[config.mk]
export PLATFORM = sky130hd
export DESIGN_NAME = block_buffer_cache_pool
export DESIGN_NICKNAME = d
export VERILOG_FILES = /design/src/rtl/core/bbcp_pkg.sv /design/src/rtl/core/block_buffer_cache_pool.sv /design/src/rtl/core/bbcp_free_ring.sv /design/src/rtl/core/bbcp_slot_tags.sv
export VERILOG_INCLUDE_DIRS = /design/src /design/src/rtl/core
export SDC_FILE = /design/constraint.sdc
export NUM_CORES = 1
export LEC_CHECK = 0
export ABC_AREA = 0
export BUFFER_PORTS_ARGS = -buffer_cell sky130_fd_sc_hd__buf_2
export CORE_ASPECT_RATIO = 1.75
export CORE_MARGIN = 10
export CORE_UTILIZATION = 50
export CTS_CLUSTER_DIAMETER = 200
export DETAILED_ROUTE_END_ITERATION = 8
export PLACE_DENSITY = 0.66
export SETUP_SLACK_MARGIN = 0.4
export SYNTH_ARGS = -nofsm -noshare
export SYNTH_HDL_FRONTEND = slang
export SYNTH_HIERARCHICAL = 1
export SYNTH_SLANG_ARGS = --single-unit
[constraint.sdc]
create_clock -name clk -period 9.2 [get_ports clk]
set_clock_uncertainty 0.1 [all_clocks]
set_input_delay 1.38 -clock clk [delete_from_list [all_inputs] [get_ports clk]]
set_output_delay 1.38 -clock clk [all_outputs]
set_load 0.01 [all_outputs]
[src/rtl/core/block_buffer_cache_pool_assert.svh]
// assertion macros for the buffer cache pool
`ifndef BLOCK_BUFFER_CACHE_POOL_ASSERT_SVH
`define BLOCK_BUFFER_CACHE_POOL_ASSERT_SVH
`ifndef SYNTHESIS
`define BBCP_ASSERT(label, clk, rst, prop) \
  label: assert property (@(posedge clk) disable iff (rst) (prop)) \
    else $error("buffer cache pool check failed");
`define BBCP_ASSERT_NEXT(label, clk, rst, ante, cons) \
  label: assert property (@(posedge clk) disable iff (rst) (ante) |=> (cons)) \
    else $error("buffer cache pool check failed");
`else
`define BBCP_ASSERT(label, clk, rst, prop)
`define BBCP_ASSERT_NEXT(label, clk, rst, ante, cons)
`endif
`endif

[src/rtl/core/bbcp_pkg.sv]
// shared types and constants of the buffer cache pool
`default_nettype none
package bbcp_pkg;
  localparam int NUM_BUFFERS = 16;
  localparam int SLOT_W = $clog2(NUM_BUFFERS);
  localparam int COUNT_W = SLOT_W + 1;
  localparam int DEV_W = 8;
  localparam int BLK_W = 32;
  localparam int STATUS_W = 3;

  typedef enum logic [STATUS_W-1:0] {
    ST_HIT      = 3'd0,
    ST_MISS     = 3'd1,
    ST_NOBUF    = 3'd2,
    ST_RELEASED = 3'd3,
    ST_BADREL   = 3'd4
  } status_t;

  typedef enum logic {
    MODE_GET     = 1'b0,
    MODE_RELEASE = 1'b1
  } mode_t;

  typedef struct packed {
    logic              pop;
    logic              push;
    logic [SLOT_W-1:0] push_slot;
  } ring_ctrl_t;

  typedef struct packed {
    logic              empty;
    logic              full;
    logic [SLOT_W-1:0] head_slot;
  } ring_stat_t;

  typedef struct packed {
    logic              alloc;
    logic              release_en;
    logic [SLOT_W-1:0] slot;
  } tag_ctrl_t;

  typedef struct packed {
    logic              hit;
    logic [SLOT_W-1:0] hit_slot;
    logic              rel_in_use;
  } tag_stat_t;
endpackage
`default_nettype wire

[src/rtl/core/block_buffer_cache_pool.sv]
// top level of the buffer cache pool
// A pool of sixteen buffer slots tagged by device and block number. A get item
// returns the matching in-use slot (hit), or takes the oldest slot from a fifo
// free ring and tags it (miss, data to be fetched), or reports no free buffer.
// A release item frees an in-use slot to the tail of the ring, and flags a
// release of a slot not in use. Each item passes an input register, a stage of
// parallel tag compare and ring update, and a result register; one item is taken
// every cycle while the result side keeps up. After reset the ring holds the
// slots in descending order, with no clearing pass.
`default_nettype none
module block_buffer_cache_pool
  import bbcp_pkg::*;
(
  input  wire logic              clk,
  input  wire logic              rst,
  input  wire logic              in_valid,
  output logic                   in_stall,
  input  wire logic              mode,
  input  wire logic [DEV_W-1:0]  device_id,
  input  wire logic [BLK_W-1:0]  block_number,
  input  wire logic [SLOT_W-1:0] slot_index,
  output logic                   out_valid,
  input  wire logic              out_stall,
  output logic [SLOT_W-1:0]      result_slot,
  output logic [STATUS_W-1:0]    status
);
  logic              s1_valid;
  logic              s1_mode;
  logic [DEV_W-1:0]  s1_dev;
  logic [BLK_W-1:0]  s1_blk;
  logic [SLOT_W-1:0] s1_idx;
  logic              adv;
  logic              fire;
  ring_ctrl_t        ring_ctrl;
  ring_stat_t        ring_stat;
  tag_ctrl_t         tag_ctrl;
  tag_stat_t         tag_stat;
  logic [SLOT_W-1:0] slot_next;
  status_t           status_next;

  assign adv = !out_valid || !out_stall;
  assign in_stall = s1_valid && !adv;
  assign fire = s1_valid && adv;

  always_comb begin
    ring_ctrl = '0;
    tag_ctrl = '0;
    slot_next = s1_idx;
    status_next = ST_BADREL;
    if (s1_mode == MODE_GET) begin
      if (tag_stat.hit) begin
        slot_next = tag_stat.hit_slot;
        status_next = ST_HIT;
      end else if (ring_stat.empty) begin
        slot_next = '0;
        status_next = ST_NOBUF;
      end else begin
        slot_next = ring_stat.head_slot;
        status_next = ST_MISS;
        ring_ctrl.pop = fire;
        tag_ctrl.alloc = fire;
        tag_ctrl.slot = ring_stat.head_slot;
      end
    end else if (tag_stat.rel_in_use && !ring_stat.full) begin
      status_next = ST_RELEASED;
      ring_ctrl.push = fire;
      ring_ctrl.push_slot = s1_idx;
      tag_ctrl.release_en = fire;
      tag_ctrl.slot = s1_idx;
    end
  end

  bbcp_free_ring u_free_ring (
    .clk  (clk),
    .rst  (rst),
    .ctrl (ring_ctrl),
    .stat (ring_stat)
  );

  bbcp_slot_tags u_slot_tags (
    .clk        (clk),
    .rst        (rst),
    .lookup_dev (s1_dev),
    .lookup_blk (s1_blk),
    .rel_slot   (s1_idx),
    .ctrl       (tag_ctrl),
    .stat       (tag_stat)
  );

  always_ff @(posedge clk) begin
    if (rst) begin
      s1_valid <= 1'b0;
      out_valid <= 1'b0;
    end else begin
      if (!in_stall) begin
        s1_valid <= in_valid;
      end
      if (adv) begin
        out_valid <= s1_valid;
      end
    end
    if (!in_stall) begin
      s1_mode <= mode;
      s1_dev <= device_id;
      s1_blk <= block_number;
      s1_idx <= slot_index;
    end
    if (fire) begin
      result_slot <= slot_next;
      status <= status_next;
    end
  end
endmodule
`default_nettype wire

[src/rtl/core/bbcp_free_ring.sv]
// fifo ring of free slot numbers
`default_nettype none
`include "block_buffer_cache_pool_assert.svh"
module bbcp_free_ring
  import bbcp_pkg::*;
(
  input  wire logic       clk,
  input  wire logic       rst,
  input  wire ring_ctrl_t ctrl,
  output ring_stat_t      stat
);
  logic [SLOT_W-1:0]  ring [NUM_BUFFERS];
  logic [SLOT_W-1:0]  head;
  logic [COUNT_W-1:0] count;
  logic [SLOT_W-1:0]  tail;

  assign tail = head + count[SLOT_W-1:0];
  assign stat.empty = (count == '0);
  assign stat.full = (count == COUNT_W'(NUM_BUFFERS));
  assign stat.head_slot = ring[head];

  always_ff @(posedge clk) begin
    if (rst) begin
      for (int i = 0; i < NUM_BUFFERS; i++) begin
        ring[i] <= SLOT_W'(NUM_BUFFERS - 1 - i);
      end
      head <= '0;
      count <= COUNT_W'(NUM_BUFFERS);
    end else if (ctrl.pop) begin
      head <= head + SLOT_W'(1);
      count <= count - COUNT_W'(1);
    end else if (ctrl.push) begin
      ring[tail] <= ctrl.push_slot;
      count <= count + COUNT_W'(1);
    end
  end

  `BBCP_ASSERT(a_count_range, clk, rst, count <= COUNT_W'(NUM_BUFFERS))
  `BBCP_ASSERT(a_no_pop_empty, clk, rst, !(ctrl.pop && stat.empty))
  `BBCP_ASSERT(a_no_push_full, clk, rst, !(ctrl.push && stat.full))
  `BBCP_ASSERT_NEXT(a_pop_count, clk, rst, ctrl.pop, count == $past(count) - COUNT_W'(1))
endmodule
`default_nettype wire

[src/rtl/core/bbcp_slot_tags.sv]
// slot tags, in-use flags and parallel tag compare
`default_nettype none
`include "block_buffer_cache_pool_assert.svh"
module bbcp_slot_tags
  import bbcp_pkg::*;
(
  input  wire logic              clk,
  input  wire logic              rst,
  input  wire logic [DEV_W-1:0]  lookup_dev,
  input  wire logic [BLK_W-1:0]  lookup_blk,
  input  wire logic [SLOT_W-1:0] rel_slot,
  input  wire tag_ctrl_t         ctrl,
  output tag_stat_t              stat
);
  logic [NUM_BUFFERS-1:0] in_use;
  logic [DEV_W-1:0]       dev_tag [NUM_BUFFERS];
  logic [BLK_W-1:0]       blk_tag [NUM_BUFFERS];
  logic [NUM_BUFFERS-1:0] match;

  always_comb begin
    for (int i = 0; i < NUM_BUFFERS; i++) begin
      match[i] = in_use[i] && (dev_tag[i] == lookup_dev) && (blk_tag[i] == lookup_blk);
    end
  end

  // lowest matching slot wins
  always_comb begin
    stat.hit = |match;
    stat.hit_slot = '0;
    for (int i = NUM_BUFFERS - 1; i >= 0; i--) begin
      if (match[i]) begin
        stat.hit_slot = SLOT_W'(i);
      end
    end
    stat.rel_in_use = in_use[rel_slot];
  end

  always_ff @(posedge clk) begin
    if (rst) begin
      in_use <= '0;
    end else if (ctrl.alloc) begin
      in_use[ctrl.slot] <= 1'b1;
    end else if (ctrl.release_en) begin
      in_use[ctrl.slot] <= 1'b0;
    end
  end

  always_ff @(posedge clk) begin
    if (ctrl.alloc) begin
      dev_tag[ctrl.slot] <= lookup_dev;
      blk_tag[ctrl.slot] <= lookup_blk;
    end
  end

  `BBCP_ASSERT(a_alloc_free_slot, clk, rst, !(ctrl.alloc && in_use[ctrl.slot]))
  `BBCP_ASSERT(a_release_used_slot, clk, rst, !(ctrl.release_en && !in_use[ctrl.slot]))
  `BBCP_ASSERT(a_alloc_no_hit, clk, rst, !(ctrl.alloc && stat.hit))
endmodule
`default_nettype wire
==> summary.txt <==
Run status
  • Result of the run: completed

Floorplanning
  • Number of standard-cell rows in the floorplan: 125
  • Initial core utilization: roughly half
  • Height of the chip: between 300 and 400 um
  • Area of the core: 66300 um^2
  • Number of ports placed on the die boundary: slightly below 60
  • Die outline area: just under 80000 um^2
  • Die span in x: around 220 um

Setup path
  • Required time at the endpoint of the critical path: ~9.4 ns
  • Arrival time of the worst setup path: about 6.1 ns
  • Path type of the worst setup path: register to register
  • Critical Path Sink Type: register
  • Cells on worst reg2reg path: 16
  • Crit path launch type: register
  • Critical path fanouts, max: 23

Pwr
  • Net switching component of the power: ~0.0016 W
  • Internal power component: around 0.0058 W
  • Clk network pwr share: between 40% and 50%
  • Total power divided by cell area: 200 nW/um^2
  • Worst-case vdd ir drop: between 0.00015 and 0.0002 V
  • Combinational share of power: under 10%
  • Total leakage power: approximately 12 nW
  • Total power: roughly 0.0074 W
  • Switch share: between 20% and 30%
  • Sequential share of power: 54.0%

Timing
  • Number of setup violations in the final report: 0
  • Relative slew margins: between 20% and 30%
  • Worst-case hold slack: around 0.4 ns
  • Setup repair after global routing missed its margin: no
  • Number of max-slew violations in the final report: 0
  • Post-route clock period utilization: 64.7%
  • Setup TNS after final layout: 0 ns
  • Final Hold Vio Count: 0
  • Worst-margin pin slew: approximately 1.1 ns
  • Min Clock Period, post-route: 5.96 ns
  • Worst Slack Setup Final: around 3.2 ns
  • Achievable frequency: 168 MHz

Logic synthesis
  • EDFF count, synth: roughly 760
  • Share of the synthesized area in the top cell type: 68.0%
  • Library cell with the largest summed area after synthesis: sky130_fd_sc_hd__edfxtp_1
  • Syn_nets: approximately 2200
  • Post-synth design cell area: between 30000 and 40000 um^2
  • Sequential share of the synthesized area: approximately 70%
  • Synth unique cells: between 60 and 70
  • Mean instance size in the synthesized netlist: around 16 um^2
  • Number of warnings printed during yosys synthesis: 6
  • Cell count after synthesis: ~2100
  • Cells taking the most area after synthesis: sky130_fd_sc_hd__edfxtp_1 (68%), sky130_fd_sc_hd__xor2_1 (9.8%), sky130_fd_sc_hd__xnor2_1 (6.9%)
  • Register bit count reported by yosys: roughly 790
  • FFs w/ async S/R, synth: 0%
  • Top FF cell, synth: sky130_fd_sc_hd__edfxtp_1

Route
  • Number of search-and-repair iterations in the first detailed-routing pass: 6
  • Wirelength per Cell: approximately 27 um
  • DR DRC count: 0
  • 1st-iter DRT viols: roughly 1600
  • Total vias in the final route: approximately 18000
  • Residual antenna-violating net count after detailed routing: 0
  • DRT Wirelength: between 80 and 90 mm
  • Average via count per standard cell: 5.76

Clocking
  • Clock buffer depth: 3
  • Root buffer cell: sky130_fd_sc_hd__clkbuf_16
  • Post-CTS Repair Setup Buffers: 0
  • Count of H-tree levels built during CTS: 3
  • Clock transition at path regs: about 0.06 ns
  • Clock sink count: around 800
  • CTS tree: done
  • Number of gates given a new drive strength after cts: 0
  • Clock buffer count from CTS: between 70 and 80
  • Count of hold buffers inserted by post-cts repair: 0
  • Worst skew pair latency: 0.63 ns

Layout
  • Antenna cells: 0
  • Layout Cell Area excl Fill: 37100 um^2
  • Sequential cell area: between 20000 and 25000 um^2
  • Fraction of final layout cells sized beyond drive strength 1: roughly an eighth
  • Footprint of the multi-input gates: between 9000 and 10000 um^2
  • Nets@finish: approximately 2300
  • Post-synthesis to final-layout area growth: 10.9%
  • Fillers: around 5400

Global route
  • Antenna violations before repair: 1
  • Global routing usage summed across all routing layers: between 20% and 30%
  • Via count of the first global-routing pass: approximately 19000
  • First-pass GRT wire length: between 100 and 150 mm
  • Total grt overflow: 0
  • Pin count of the biggest net entering global routing: 48

Placement
  • Routability congestion estimate: ~0.90
  • DP Wirelength: ~52 mm
  • Pre-CTS worst setup slack: between 3 and 4 ns
  • Total placed instance area: around 35000 um^2
  • Total of buffers placed on input and output ports: between 50 and 60

Flow run
  • MaxCap Viol Count: 0

Worst hold path
  • Min-Delay Path Class: register to register
  • Hold Path Stages: 2
-- registers in the layout, summed over array words and instances (netlist names), named ones only --
signal and flops:
out_valid 1, result_slot 4, s1_blk 32, s1_dev 8, s1_idx 4, s1_mode 1
s1_valid 1, status 3, u_free_ring/count 5, u_free_ring/head 4, u_free_ring/ring 64, u_slot_tags/blk_tag 512
u_slot_tags/dev_tag 128
-- final timing paths --
check / slack [ns] / to / from
worst max-delay path: 3.24 / u_free_ring/ring[3][2] / s1_blk[28]
worst min-delay path: 0.41 / register / register
worst max register to register: 3.24 / u_free_ring/ring[3][2] / s1_blk[28]
worst min register to register: 0.41 / register / register
-- power by group through the flow --
stage          Combinational, W  Sequential (W)  Clock, W
6_report               0.000439         0.00400   0.00297
5_1_grt                0.000467         0.00400   0.00316
4_1_cts                0.000441         0.00400   0.00303
3_5_place_dp           0.000439         0.00407         0
3_3_place_gp           0.000429         0.00407         0
2_1_floorplan          0.000261         0.00408         0
-- metrics by stage --
step	util (%)	instances
floorplan	-	2136
finish	55.9	3168
global route	55.9	3168
global placement	52.4	3044
CTS	55.9	3168
detailed placement	52.4	3044
-- cells in the mapped netlist, types with 6 or more instances --
master and n:
sky130_fd_sc_hd__nand2_1 56, sky130_fd_sc_hd__ha_1 7, sky130_fd_sc_hd__xnor2_1 264, sky130_fd_sc_hd__xor2_1 375, sky130_fd_sc_hd__o21ai_0 33, sky130_fd_sc_hd__nand4_1 88, sky130_fd_sc_hd__and2_1 9, sky130_fd_sc_hd__clkbuf_1 23
sky130_fd_sc_hd__nor2_1 47, sky130_fd_sc_hd__buf_2 62, sky130_fd_sc_hd__buf_4 6, sky130_fd_sc_hd__inv_1 34, sky130_fd_sc_hd__a21oi_1 31, sky130_fd_sc_hd__nor2b_1 14, sky130_fd_sc_hd__a22oi_1 8, sky130_fd_sc_hd__edfxtp_1 756
sky130_fd_sc_hd__nor3_1 37, sky130_fd_sc_hd__mux4_2 21, sky130_fd_sc_hd__nor4_1 102, sky130_fd_sc_hd__dfxtp_1 31, sky130_fd_sc_hd__nand3_1 44
-- cell usage in the layout (no fill, tap or decap), types with 5 or more instances in the layout --
cell,n
sky130_fd_sc_hd__a21oi_1,31
sky130_fd_sc_hd__a21oi_2,5
sky130_fd_sc_hd__a22oi_1,8
sky130_fd_sc_hd__and2_1,9
sky130_fd_sc_hd__buf_2,57
sky130_fd_sc_hd__buf_4,61
sky130_fd_sc_hd__bufinv_16,6
sky130_fd_sc_hd__clkbuf_1,10
sky130_fd_sc_hd__clkbuf_16,76
sky130_fd_sc_hd__clkinv_1,14
sky130_fd_sc_hd__clkinv_2,11
sky130_fd_sc_hd__dfxtp_1,31
sky130_fd_sc_hd__edfxtp_1,756
sky130_fd_sc_hd__ha_1,7
sky130_fd_sc_hd__inv_1,34
sky130_fd_sc_hd__mux4_2,21
sky130_fd_sc_hd__nand2_1,56
sky130_fd_sc_hd__nand3_1,43
sky130_fd_sc_hd__nand4_1,88
sky130_fd_sc_hd__nor2_1,47
sky130_fd_sc_hd__nor2b_1,14
sky130_fd_sc_hd__nor3_1,37
sky130_fd_sc_hd__nor4_1,102
sky130_fd_sc_hd__o21ai_0,33
sky130_fd_sc_hd__xnor2_1,264
sky130_fd_sc_hd__xor2_1,375
-- kinds of logic (layout without fill, tap and decap cells) --
kind of cell,Yosys count,in the layout,synth area share [%]
mux,29,29,1.81
buf+inv,135,278,1.93
simple gates,429,429,7.15
flops,787,787,69.8
compound gates,106,106,2.00
xor+xnor,641,641,16.9
fa+ha+maj,9,9,0.382
-- per-layer routing --
| metal | part of all wire [%] | global-route usage (%) |
|---|---|---|
| met1 | 38 | 25.6 |
| met2 | 53 | 38.8 |
| met3 | 4.5 | 2.39 |
| met4 | 4.4 | 10.6 |
| met5 | 0 | 0 |
-- final cells by class --
cell class | count | area share, %
clock buffer | 86 | 5.23
clock inverter | 38 | 0.962
inverter | 36 | 0.365
multi-input combinational | 1214 | 25.5
sequential | 787 | 62.9
tap | 889 | 3.00
timing repair buffer | 118 | 2.01
-- critical path: stages (launching register included) --
cell,delay [ns]
sky130_fd_sc_hd__edfxtp_1,0.82
sky130_fd_sc_hd__buf_4,0.36
sky130_fd_sc_hd__buf_4,0.23
sky130_fd_sc_hd__xor2_1,0.09
sky130_fd_sc_hd__nor4_1,0.27
sky130_fd_sc_hd__nand4_1,0.12
sky130_fd_sc_hd__nor4_1,0.62
sky130_fd_sc_hd__o2111ai_1,0.37
sky130_fd_sc_hd__nand4_1,0.23
sky130_fd_sc_hd__nor2_1,0.06
sky130_fd_sc_hd__nand2_1,0.33
sky130_fd_sc_hd__nor3_2,0.13
sky130_fd_sc_hd__and2_1,0.45
sky130_fd_sc_hd__nand2b_1,0.32
sky130_fd_sc_hd__nor2_1,0.32
sky130_fd_sc_hd__mux2i_4,0.22
sky130_fd_sc_hd__o21ai_0,0.49
No activity file was read; power rests on OpenSTA's default activity.
